<file path="config.mk">
export PLATFORM = sky130hd
export DESIGN_NAME = kcht_ram
export DESIGN_NICKNAME = d
export VERILOG_FILES = /design/src/hw/rtl/kcht_ram.sv
export SDC_FILE = /design/constraint.sdc
export NUM_CORES = 1
export LEC_CHECK = 0
export BUFFER_PORTS_ARGS = -buffer_cell sky130_fd_sc_hd__buf_2
export CORE_MARGIN = 5
export CORE_UTILIZATION = 50
export DETAILED_ROUTE_END_ITERATION = 10
export PLACE_DENSITY_LB_ADDON = 0.08
export SETUP_SLACK_MARGIN = 0.1
export SLEW_MARGIN = 15
export SYNTH_ARGS = -nofsm -noshare
export SYNTH_HDL_FRONTEND = slang
export SYNTH_SLANG_ARGS = --single-unit
</file>
<file path="constraint.sdc">
create_clock -name clock -period 5.5 [get_ports clock]
set_input_delay 0.825 -clock clock [delete_from_list [all_inputs] [get_ports clock]]
set_output_delay 0.825 -clock clock [all_outputs]
set_load 0.005 [all_outputs]
</file>
<file path="src/hw/rtl/kcht_ram.sv">
module kcht_ram #(
   parameter int WIDTH = 8,
   parameter int DEPTH = 16
) (
   input  logic                     clock,
   input  logic                     we,
   input  logic [$clog2(DEPTH)-1:0] waddr,
   input  logic [WIDTH-1:0]         wdata,
   input  logic [$clog2(DEPTH)-1:0] raddr,
   output logic [WIDTH-1:0]         rdata
);

   logic [WIDTH-1:0] mem [DEPTH];

   always_ff @(posedge clock) begin
      if (we) begin
         mem[waddr] <= wdata;
      end
      rdata <= mem[raddr];
   end

endmodule

</file>
==> summary.txt <==
Die
  • Die height: 111 um
  • Initial Util: 0.505
  • Row count: 37
  • Die Footprint: 12,400 um2
  • Die W: 111 um
  • I/O pins: 26
  • Core region area: 10,200 um2

Cells and area
  • Area Growth Syn to Fin: 14.9%
  • Layout fillers: 767
  • Sequential cell area: 4000 um2
  • Fin util: 0.581
  • Area of the multi-input gates: 1060 um2
  • Layout cells sized above 1: 0.266
  • N_diodes: 0
  • Layout Nets: 284

Critical path
  • Arr. time, crit path: approximately 2.7 ns
  • Setup slack, reg-to-reg: around 4 ns
  • CP Cell Sequence: buf_2 > mux4_1 > a22oi_1 > nand2_1
  • Crit path largest cell delay: just under 0.8 ns
  • Startpoint Class: primary input
  • Crit end category: flip-flop
  • CP Data Required Time: 5.89 ns
  • Critical path class: primary input to flip-flop
  • Max FO, Critical Path: 32
  • CP max-delay cell: buf_2

Timing
  • Fin. max-slew vios: 0
  • Final setup TNS: 0 ns
  • Fin Clk Skew: approximately 0.0061 ns
  • Slew headroom: 0.308
  • Endpoints failing setup: 0
  • Fmax achieved: 0.430 GHz
  • Worst-margin pin slew: 1.04 ns
  • RSZ-0062 raised after global routing: no
  • Tmin final: 2.33 ns
  • Final worst slack: 3.17 ns
  • Final period util: 0.423
  • Hold Fails Final Rpt: 0

Drt
  • Vias per Instance: 5.66
  • Remaining DRCs: 0
  • ANT nets after route: 0
  • Avg WL per Cell: between 20 and 25 um
  • First-pass DRT Iterations: 4
  • Iter 0 DRT Violations: 143
  • Detailed-route via count: 2,345
  • Routed Wire Length: 9.84 mm

Logic synthesis
  • Synth warn: 0
  • Area share of the largest cell type after synthesis: 0.747
  • Yosys top cell by area: edfxtp_1
  • Cells after Synth: 229
  • Syn avg cell area: 22.5 um2
  • Yosys cell types: 19
  • Largest cells by area after synthesis: edfxtp_1 (75%), mux4_2 (7.9%), mux4_1 (7.1%)
  • Post-synthesis cell area: 5150 um2
  • Yosys reg bits: 136
  • Post-synthesis sequential area ratio: 0.778
  • Syn Nets: 247

Global routing
  • Global-route wire length before repair: 15.2 mm
  • Initial antenna violation count: 0
  • Gr ovfl total: 0
  • Vias in the first global route: around 2,500
  • Largest net degree at the start of global routing: 33
  • Total track usage: 0.174

Place
  • Routability Congestion: about 0.7
  • Buffers on Ports: 25
  • Pre-CTS setup slack: 2.57 ns
  • Dpl hpwl: 5.92 mm

Clocking
  • Worst-Skew Late Latency: between 0.5 and 0.6 ns
  • TritonCTS clock tree: built
  • Clock Pin Slew Worst Setup and Hold Paths: around 0.060 ns
  • Hold_buf cts: 0
  • CTS sink cnt: 136
  • Num CTS Buffers: 17
  • Clock Tree Buf Depth: 2
  • Post-cts sizing count: 0
  • Root buf cell: clkbuf_8
  • H-tree depth: 4
  • Post-CTS Setup Bufs: 0

Run status
  • Status: complete, no violations

Run
  • Maximum Capacitance Violations: 0

Power
  • Leakage: 1.97 nW
  • Worst vdd ir: 0.000152 V
  • Total chip power: 2.28 mW
  • PD cells: ~390 nW/um2

Worst hold path
  • Worst Hold Class: flip-flop to flip-flop
-- per-layer routing --
layer	up-vias	track usage	share of wire
li1	1048	-	-
met1	1217	0.239	0.44
met2	65	0.261	0.49
met3	15	0.0565	0.047
met4	0	0.0706	0.018
met5	-	0	0
-- worst paths after layout --
kind,startpoint,to,depth (start not counted)
setup / recovery,raddr[0],rdata[0]$_DFF_P_,4
hold / removal,mem[15][6]$_DFFE_PP_,rdata[6]$_DFF_P_,3
setup reg to reg,mem[1][0]$_DFFE_PP_,rdata[0]$_DFF_P_,3
hold reg to reg,mem[15][6]$_DFFE_PP_,rdata[6]$_DFF_P_,3
-- area by class of cell --
| cell class | instances | share of cell area |
|---|---|---|
| clock buffers | 18 | 0.0707 |
| multi-input cells | 83 | 0.180 |
| repair buffers | 28 | 0.0250 |
| clock inverters | 13 | 0.0190 |
| well taps | 136 | 0.0288 |
| flip-flops and latches | 136 | 0.677 |
-- cell usage in the layout (no fill, tap or decap) --
cell | Yosys | routed
buf_4 | 1 | 3
clkbuf_1 | 0 | 1
and2_1 | 1 | 1
clkbuf_16 | 0 | 16
nand2b_1 | 2 | 2
edfxtp_1 | 128 | 128
mux4_2 | 18 | 18
clkinvlp_4 | 0 | 1
clkbuf_8 | 0 | 1
a22oi_1 | 16 | 16
buf_2 | 3 | 25
and2b_1 | 1 | 1
nand3_1 | 1 | 1
nor3_2 | 0 | 1
clkinv_2 | 0 | 6
nor2_1 | 13 | 13
nor2b_1 | 1 | 1
nand3b_1 | 2 | 2
clkinv_1 | 0 | 4
nand2_1 | 9 | 9
mux4_1 | 14 | 14
nor3_1 | 4 | 3
bufinv_16 | 0 | 2
dfxtp_1 | 8 | 8
or3b_2 | 1 | 1
-- cells in the mapped netlist, drive strengths merged --
cell type	n
and2b	1
or3b	1
edfxtp	128
nand3	1
and2	1
a22oi	16
nand2	9
nor3	4
nand3b	2
nor2	13
buf	7
clkdlybuf4s25	3
mux4	32
nor2b	1
dfxtp	8
nand2b	2
-- cell families (layout without fill, tap and decap cells) --
kind of cell | after synthesis | in the layout | share of synthesized area
compound gates | 16 | 16 | 0.0233
simple gates | 35 | 35 | 0.0318
buf+inv | 10 | 59 | 0.0168
mux | 32 | 32 | 0.150
flops | 136 | 136 | 0.778
-- metrics by stage --
step           hold slack, ns  instances  cell area (um2)
2_1_floorplan           0.629        229             5150
6_report                0.665        414             5910
3_3_place_gp            0.649        383             5380
3_5_place_dp            0.655        383             5380
4_1_cts                 0.661        414             5910
5_1_grt                 0.663        414             5910
-- where the power goes --
part           leakage [nW]  internal, mW  switching, mW
sequential             1.22          1.16        0.00785
clock                 0.264         0.629          0.383
combinational         0.487        0.0415         0.0574
total                  1.97          1.83          0.448
-- critical path, delay by kind of cell --
kind	cells	cell delay [ns]
muxes	1	0.66
AOI/OAI and AO/OA	1	0.33
buffers and inverters	1	0.77
and+or+nand+nor	1	0.10
-- sequential cells by signal, summed over array words and instances, names as in the netlist --
signal and count:
mem 128, rdata 8
(Power assumes the default switching activity.)
