File: src/hw/rtl/kcht_pkg.sv
package kcht_pkg;

   localparam int TABLE_DEPTH = 65536;
   localparam int COUNT_BITS  = 16;
   localparam int KMER_BITS   = 64;
   localparam int ADDR_BITS   = $clog2(TABLE_DEPTH);
   localparam int SIZE_BITS   = ADDR_BITS + 1;
   localparam int OUT_COUNT_BITS = 16;

   localparam logic [1:0] REQ_COUNT = 2'd0;
   localparam logic [1:0] REQ_EXIST = 2'd1;
   localparam logic [1:0] REQ_READ  = 2'd2;

   localparam logic [1:0] CSR_KMER_MASK  = 2'd0;
   localparam logic [1:0] CSR_TABLE_SIZE = 2'd1;
   localparam logic [1:0] CSR_MIN_COUNT  = 2'd2;
   localparam logic [1:0] CSR_MAX_COUNT  = 2'd3;

   typedef struct packed {
      logic                  valid;
      logic [COUNT_BITS-1:0] count;
      logic [KMER_BITS-1:0]  kmer;
   } entry_type;

   localparam int ENTRY_BITS = $bits(entry_type);

   typedef struct packed {
      logic                      hit;
      logic                      inserted;
      logic [ADDR_BITS-1:0]      slot;
      logic [KMER_BITS-1:0]      kmer;
      logic [OUT_COUNT_BITS-1:0] count;
      logic                      filt;
      logic                      load;
      logic                      err;
   } res_type;

endpackage

File: src/hw/rtl/kcht_mod.sv
module kcht_mod (
   input  logic                           clock,
   input  logic                           reset,
   input  logic                           start,
   input  logic [kcht_pkg::KMER_BITS-1:0] dividend,
   input  logic [kcht_pkg::SIZE_BITS-1:0] divisor,
   output logic                           done,
   output logic [kcht_pkg::SIZE_BITS-1:0] remainder
);
   import kcht_pkg::*;

   localparam int CNT_BITS = $clog2(KMER_BITS);

   logic                 busy_ff, busy_in;
   logic                 done_ff, done_in;
   logic [CNT_BITS-1:0]  cnt_ff, cnt_in;
   logic [KMER_BITS-1:0] dvd_ff, dvd_in;
   logic [SIZE_BITS-1:0] rem_ff, rem_in;
   logic [SIZE_BITS-1:0] dsr_ff, dsr_in;
   logic [SIZE_BITS:0]   shifted;

   always_comb begin
      busy_in = busy_ff;
      done_in = 1'b0;
      cnt_in  = cnt_ff;
      dvd_in  = dvd_ff;
      rem_in  = rem_ff;
      dsr_in  = dsr_ff;
      shifted = {rem_ff, dvd_ff[KMER_BITS-1]};
      if (start) begin
         busy_in = 1'b1;
         cnt_in  = '0;
         dvd_in  = dividend;
         rem_in  = '0;
         dsr_in  = divisor;
      end else if (busy_ff) begin
         if (shifted >= {1'b0, dsr_ff}) begin
            rem_in = SIZE_BITS'(shifted - {1'b0, dsr_ff});
         end else begin
            rem_in = shifted[SIZE_BITS-1:0];
         end
         dvd_in = {dvd_ff[KMER_BITS-2:0], 1'b0};
         cnt_in = CNT_BITS'(cnt_ff + 1'b1);
         if (cnt_ff == CNT_BITS'(KMER_BITS - 1)) begin
            busy_in = 1'b0;
            done_in = 1'b1;
         end
      end
   end

   always_ff @(posedge clock) begin
      if (reset) begin
         busy_ff <= 1'b0;
         done_ff <= 1'b0;
         cnt_ff  <= '0;
      end else begin
         busy_ff <= busy_in;
         done_ff <= done_in;
         cnt_ff  <= cnt_in;
      end
      dvd_ff <= dvd_in;
      rem_ff <= rem_in;
      dsr_ff <= dsr_in;
   end

   assign done      = done_ff;
   assign remainder = rem_ff;

endmodule

File: config.mk
export PLATFORM = sky130hd
export DESIGN_NAME = kcht_mod
export DESIGN_NICKNAME = d
export VERILOG_FILES = /design/src/hw/rtl/kcht_pkg.sv /design/src/hw/rtl/kcht_mod.sv
export SDC_FILE = /design/constraint.sdc
export NUM_CORES = 1
export LEC_CHECK = 0
export BUFFER_PORTS_ARGS = -buffer_cell sky130_fd_sc_hd__buf_2
export CAP_MARGIN = 0
export CORE_ASPECT_RATIO = 1.5
export CORE_MARGIN = 1.5
export CORE_UTILIZATION = 35
export DETAILED_ROUTE_END_ITERATION = 8
export SLEW_MARGIN = 20
export SYNTH_ARGS = -nofsm -noshare
export SYNTH_HDL_FRONTEND = slang
export SYNTH_SLANG_ARGS = --single-unit
File: constraint.sdc
create_clock -name clock -period 3.1 [get_ports clock]
set_clock_uncertainty 0.05 [all_clocks]
set_input_delay 0.62 -clock clock [delete_from_list [all_inputs] [get_ports clock]]
set_output_delay 0.62 -clock clock [all_outputs]
set_load 0.005 [all_outputs]
==> results of run 1 <==
cell type report:
cell class	count	area [um2]
multi-input cells	260	2120
inverters	28	105
clock buffers	9	225
flip-flops and latches	106	2930
well taps	196	245
fillers	1370	8280
repair buffers	104	556
clock inverters	7	62.6
logic make-up after synthesis:
| logic type | Yosys count | share of synthesized area |
|---|---|---|
| xor gates and xnor gates | 13 | 0.0219 |
| AOI/OAI and AO/OA | 69 | 0.0959 |
| adders and majority gates | 19 | 0.0471 |
| and+or+nand+nor | 84 | 0.0801 |
| DFF | 106 | 0.564 |
| buffers and inverters | 44 | 0.0320 |
| muxes | 75 | 0.159 |
layer usage:
layer,vias to the layer above,track usage
li1,1728,-
met1,1720,0.173
met2,103,0.236
met3,16,0.0408
met4,0,0.0548
met5,-,0
cell usage after synthesis, types with 5 or more instances:
cell type  count
a211oi_1       8
a21o_1         5
a21oi_1       18
a311oi_1       6
clkbuf_1      13
dfxtp_1       25
edfxtp_1      81
ha_1          18
inv_1         27
mux2_2        63
mux2i_1       12
nand2_1       13
nand3_1        5
nand4_1        9
nor2_1        33
o21ai_0       11
xnor2_1        7
xor2_1         6
power groups by stage:
stage          combinational [mW]  clock [mW]  sequential (mW)
6_report                    0.619        1.11             1.74
5_1_grt                     0.691        1.20             1.75
2_1_floorplan               0.437           0             1.76
3_5_place_dp                0.615           0             1.77
3_3_place_gp                0.601           0             1.76
4_1_cts                     0.619        1.15             1.74
critical path, cell delays in order (launching register included):
cell and delay (ns):
edfxtp_1 0.35, inv_1 0.05, ha_1 0.20, inv_1 0.07
fa_1 0.24, a21oi_2 0.08, o211a_1 0.21, o31a_1 0.35
o2111ai_4 0.40, nand2_8 0.21, or3_1 0.40, a311oi_1 0.22
per-stage QoR:
stage               hold slack [ns]  setup WS, ns  area [um2]  utilization  std cells
floorplan                     0.404         0.277        5200            -        410
global placement              0.418         0.272        5950        0.409        694
detailed placement            0.427         0.145        5950        0.409        694
CTS                           0.377         0.143        6230        0.429        710
global route                  0.380       0.00885        6240        0.430        710
finish                        0.391         0.182        6240        0.430        710
worst paths after layout:
check | slack [ns] | end | depth (start not counted)
worst max register to register | 0.18 | remainder[11] | 11
worst max-delay path | 0.18 | remainder[11] | 11
worst min register to register | 0.44 | cnt_ff[5] | 2
worst min-delay path | 0.39 | busy_ff | 2
registers in the layout, indices dropped and copies added (netlist names):
signal	count
dsr_ff	17
remainder	17
dvd_ff	64
cnt_ff	6
done	1
busy_ff	1
==> key figures, run 1 <==
STA
  – Max Fclk: 0.343 GHz
  – Final setup TNS: 0 ns
  – Final Setup Violations: 0
  – Post-route minimum period: 2.92 ns
  – Worst Tran Pin Value: 0.519 ns
  – Final period utilization: 0.941
  – Final Hold Viols: 0
  – RSZ-0062 raised after global routing: false
  – Relative slew slack: 0.654
  – Fin. max-slew vios: 0

Detailed routing
  – TritonRoute pass-1 iters: 4
  – WL met2: 5330 um
  – DRT Wirelength: 10,600 um
  – Vias/cell: 5.02
  – Max layer used: met4
  – Vias: 3,567
  – Met3 wire length: 677 um
  – Post-DRT Antenna Nets: 0
  – 1st-iter DRT viols: 133
  – Residual DRC count: 0
  – WL per Instance: 14.9 um
  – M1 WL: 4340 um

Global route
  – Vias in the first global route: 3,727
  – First-pass GRT wire length: 17,700 um
  – GRT Util Overall: 0.143
  – Antenna violations before repair: 0
  – Pin count of the biggest net entering global routing: 75
  – GRT Residual Overflow: 0

Placement
  – DP Wirelength: 7430 um
  – RePlAce Congestion: 0.832
  – IO Port Bufs: 101

Critical path
  – Worst-path maximum fanout: 19
  – Crit path launch type: flip-flop
  – Worst setup EP type: flip-flop
  – Setup CP Type: flip-flop to flip-flop
  – Arrival @ worst endpoint: 3.11 ns
  – Critical Path Source: dvd_ff[63]
  – Critical Path RT: 3.30 ns
  – FF-to-FF Start: dvd_ff[63]

Power
  – Total power: 3.46 mW
  – Clk network pwr share: 0.320
  – Int Power: 2.53 mW
  – Power density over the cells: 554 nW/um2
  – Comb power frac: 0.179
  – Sw Share: 0.269
  – Sequential power share: 0.501
  – Switch Pwr: 929 uW
  – Peak supply drop: 0.000247 V
  – Static leakage: 2.55 nW

Cells and area
  – Antenna diode count: 0
  – Area Growth Syn to Fin: 20.0%
  – Share of cells above drive strength 1: 0.374
  – # nets final: 612
  – Most common cell after layout, fill and taps aside: buf_2
  – Most frequent cells in the layout: 100 x buf_2, 81 x edfxtp_1, 63 x mux2_2

Synthesis
  – Yosys top cell by area: edfxtp_1
  – Top_reg_cell synth: edfxtp_1
  – Yosys cell types: 51
  – Post-synthesis sequential area ratio: 0.564
  – Syn_area_per_cell: 12.7 um2
  – Yosys top cell area share: 0.467
  – Synth area leaders: edfxtp_1 47%, mux2_2 14%, dfxtp_1 9.6%
  – Post-synth ARST share: 0
  – #FFs+latches synth: 106
  – EDFF count, synth: 81
  – Net Count, Synth: 513
  – Post-Syn Area: 5200 um2
  – Post-Synthesis Cells: 410
  – Synthesis Warnings: 0

Die
  – Die Span Y: 152 um
  – # rows: 54
  – Die area: 15,600 um2
  – Starting density of the core: 0.358
  – Die Width: 103 um
  – Num ports: 102
  – Core box area: 14,500 um2

Clock network
  – Number of buffers created by CTS: 9
  – Clock slew at reported path FFs: 0.08 ns
  – CTS tree: done
  – Clock sink count: 106
  – H-tree lvl count: 3
  – # hold bufs at CTS: 0
  – Later-pin clock latency in the skew report: 0.34 ns
  – Post-CTS Setup Bufs: 0
  – Post_cts resized: 0
  – Longest Clk Path Bufs: 2
  – CTS Root Cell: clkbuf_16

Outcome
  – Status: finished, final reports clean

Run
  – Total of max-cap violations: 0

Min path
  – Hold Crit Class: primary input to flip-flop
  – Min-delay src: reset
Power figures use the tool's default switching activity.
==> run 2, diff against run 1 <==
CELL_PAD_IN_SITES_DETAIL_PLACEMENT = 0   (was not set)
CELL_PAD_IN_SITES_GLOBAL_PLACEMENT = 1   (was not set)
PLACE_DENSITY_LB_ADDON = 0.1   (was not set)
==> run 2 against run 1 <==
- register-to-register slack improved by 0.05 ns
- die area unchanged
- clock power increased by 6%
- first-iteration DRC count decreased by 12%
- sequential share of layout area decreased by 0.32 points
- sequential power about the same
- combinational power increased by 2%
- non-clock buffer count increased by 3
- via count decreased by 1.9%
- global-route usage increased by 1.1 points
- cell count increased by 0.42%
- critical path type unchanged
- critical endpoint unchanged
- largest cell class unchanged
==> key figures, run 2 (synthesized netlist as in run 1, its figures left out) <==
Clock network
  – H-tree lvl count: 3 (unchanged)
  – Post-CTS Setup Bufs: 0 (unchanged)
  – # hold bufs at CTS: 0 (unchanged)
  – Longest Clk Path Bufs: 2 (unchanged)
  – Clock slew at reported path FFs: 0.07 ns (was 0.08 ns)
  – Number of buffers created by CTS: 9 (unchanged)
  – Clock sink count: 106 (unchanged)
  – CTS Root Cell: clkbuf_16 (unchanged)
  – CTS tree: done (unchanged)
  – Post_cts resized: 0 (unchanged)
  – Later-pin clock latency in the skew report: 0.35 ns (was 0.34 ns)

Critical path
  – Crit path buf inv count: 2 (unchanged)
  – Crit path launch type: flip-flop (unchanged)
  – Critical Path Source: dvd_ff[63] (unchanged)
  – Most common cell on crit path: inv_1 (unchanged)
  – Worst setup EP type: flip-flop (unchanged)
  – Crit-path max cell delay: 0.41 ns (was 0.40 ns)
  – FF-to-FF Start: dvd_ff[63] (unchanged)
  – Crit-path cells: inv_1, ha_1, inv_1, fa_1, a21oi_2, o211a_1, o31a_1, o2111ai_4, nand2_4, or3_1, a311oi_1 (was inv_1, ha_1, inv_1, fa_1, a21oi_2, o211a_1, o31a_1, o2111ai_4, nand2_8, or3_1, a311oi_1)
  – Crit-path slowest cell: or3_1 (was o2111ai_4)
  – Setup CP Type: flip-flop to flip-flop (unchanged)
  – Worst-path maximum fanout: 19 (unchanged)
  – Critical Path RT: 3.30 ns (about the same)
  – CP top delay family: compound AO/OA/AOI/OAI gates (unchanged)
  – Arrival @ worst endpoint: 3.07 ns (was 3.11 ns)
  – R2R setup slack: 0.23 ns (was 0.18 ns)

Cells and area
  – Largest register FFs: 64 (unchanged)
  – Antenna diode count: 0 (unchanged)
  – Share of cells above drive strength 1: 0.377 (was 0.374)
  – Final-layout fill cell count: 1,432 (was 1,370)
  – Area Growth Syn to Fin: 20.8% (was 20.0%)
  – Most frequent cells in the layout: 100 x buf_2, 81 x edfxtp_1, 63 x mux2_2 (unchanged)
  – Reg area: 2930 um2 (unchanged)
  – Largest register by flop count: dvd_ff (unchanged)
  – Area occupied by multi-input gates: 2110 um2 (was 2120 um2)
  – Most common cell after layout, fill and taps aside: buf_2 (unchanged)
  – # nets final: 615 (was 612)

Outcome
  – Status: finished, final reports clean (unchanged)

Power
  – Power density over the cells: 565 nW/um2 (was 554 nW/um2)
  – Static leakage: 2.58 nW (was 2.55 nW)
  – Peak supply drop: 0.000283 V (was 0.000247 V)

Detailed routing
  – Vias: 3,501 (was 3,567)
  – WL per Instance: 15.7 um (was 14.9 um)
  – TritonRoute pass-1 iters: 4 (unchanged)
  – Vias/cell: 4.91 (was 5.02)
  – Residual DRC count: 0 (unchanged)
  – 1st-iter DRT viols: 117 (was 133)
  – DRT Wirelength: 11,200 um (was 10,600 um)
  – Post-DRT Antenna Nets: 0 (unchanged)

STA
  – Final period utilization: 0.925 (was 0.941)
  – Relative slew slack: 0.512 (was 0.654)
  – Max Fclk: 0.349 GHz (was 0.343 GHz)
  – Hold slack: 0.380 ns (was 0.391 ns)
  – Post-route minimum period: 2.87 ns (was 2.92 ns)
  – Final Setup Violations: 0 (unchanged)
  – Final Hold Viols: 0 (unchanged)
  – RSZ-0062 raised after global routing: false (unchanged)
  – Fin. max-slew vios: 0 (unchanged)
  – Worst Tran Pin Value: 0.723 ns (was 0.519 ns)
  – Final setup TNS: 0 ns (unchanged)

Global route
  – Antenna violations before repair: 0 (unchanged)
  – First-pass GRT wire length: 18,300 um (was 17,700 um)
  – GRT Residual Overflow: 0 (unchanged)
  – Pin count of the biggest net entering global routing: 99 (was 75)
  – Vias in the first global route: 3,761 (was 3,727)
  – GRT Util Overall: 0.153 (was 0.143)

Die
  – Die Width: 103 um (unchanged)
  – Core box area: 14,500 um2 (unchanged)
  – # rows: 54 (unchanged)
  – Starting density of the core: 0.358 (unchanged)
  – Die area: 15,600 um2 (unchanged)
  – Num ports: 102 (unchanged)
  – Die Span Y: 152 um (unchanged)

Placement
  – IO Port Bufs: 101 (unchanged)
  – DP Wirelength: 7950 um (was 7430 um)
  – RePlAce Congestion: 0.804 (was 0.832)

Min path
  – Hold Crit Class: primary input to flip-flop (unchanged)
  – Min-delay src: reset (unchanged)

Run
  – Total of max-cap violations: 0 (unchanged)
==> run 2: changes by cell type in the layout (fill, tap and decap cells not counted), sizes merged <==
cell,before,now
clkinvlp,1,3
bufinv,0,1
buf,104,107
clkinv,4,1
inv,30,29
clkbuf,9,10
==> run 2: worst paths after layout <==
check	end	cells past startpoint
hold reg to reg	cnt_ff[5]	2
hold / removal	busy_ff	2
setup reg to reg	remainder[11]	11
setup / recovery	remainder[11]	11
==> run 2: stage by stage <==
stage | total power, mW | std cells | worst slack, ns | utilization | cell area (um2)
final | 3.55 | 713 | 0.232 | 0.433 | 6280
after global routing | 3.74 | 713 | 0.0393 | 0.433 | 6280
after CTS | 3.61 | 713 | 0.243 | 0.433 | 6280
after detailed placement | 2.41 | 697 | 0.289 | 0.412 | 5980
after global placement | 2.40 | 697 | 0.361 | 0.412 | 5980
after floorplan | 2.19 | 410 | 0.277 | - | 5200
==> run 2: per-layer routing <==
| metal | routed length (um) | global-route usage | share of wire |
|---|---|---|---|
| met5 | 0 | 0 | 0 |
| met4 | 252 | 0.0685 | 0.022 |
| met3 | 451 | 0.0376 | 0.040 |
| met2 | 6190 | 0.275 | 0.55 |
| met1 | 4310 | 0.165 | 0.39 |
==> run 2: final cells by class <==
type / instances / area share
multi-input cells: 260 / 0.335
repair buffers: 107 / 0.0940
clock buffers: 10 / 0.0364
flip-flops and latches: 106 / 0.467
clock inverters: 6 / 0.0119
well taps: 196 / 0.0390
inverters: 28 / 0.0167
==> run 2: report_power, final <==
group / switching, mW / internal (mW) / total [mW]
sequential: 0.0530 / 1.68 / 1.74
clock: 0.541 / 0.639 / 1.18
combinational: 0.337 / 0.297 / 0.634
total: 0.931 / 2.62 / 3.55
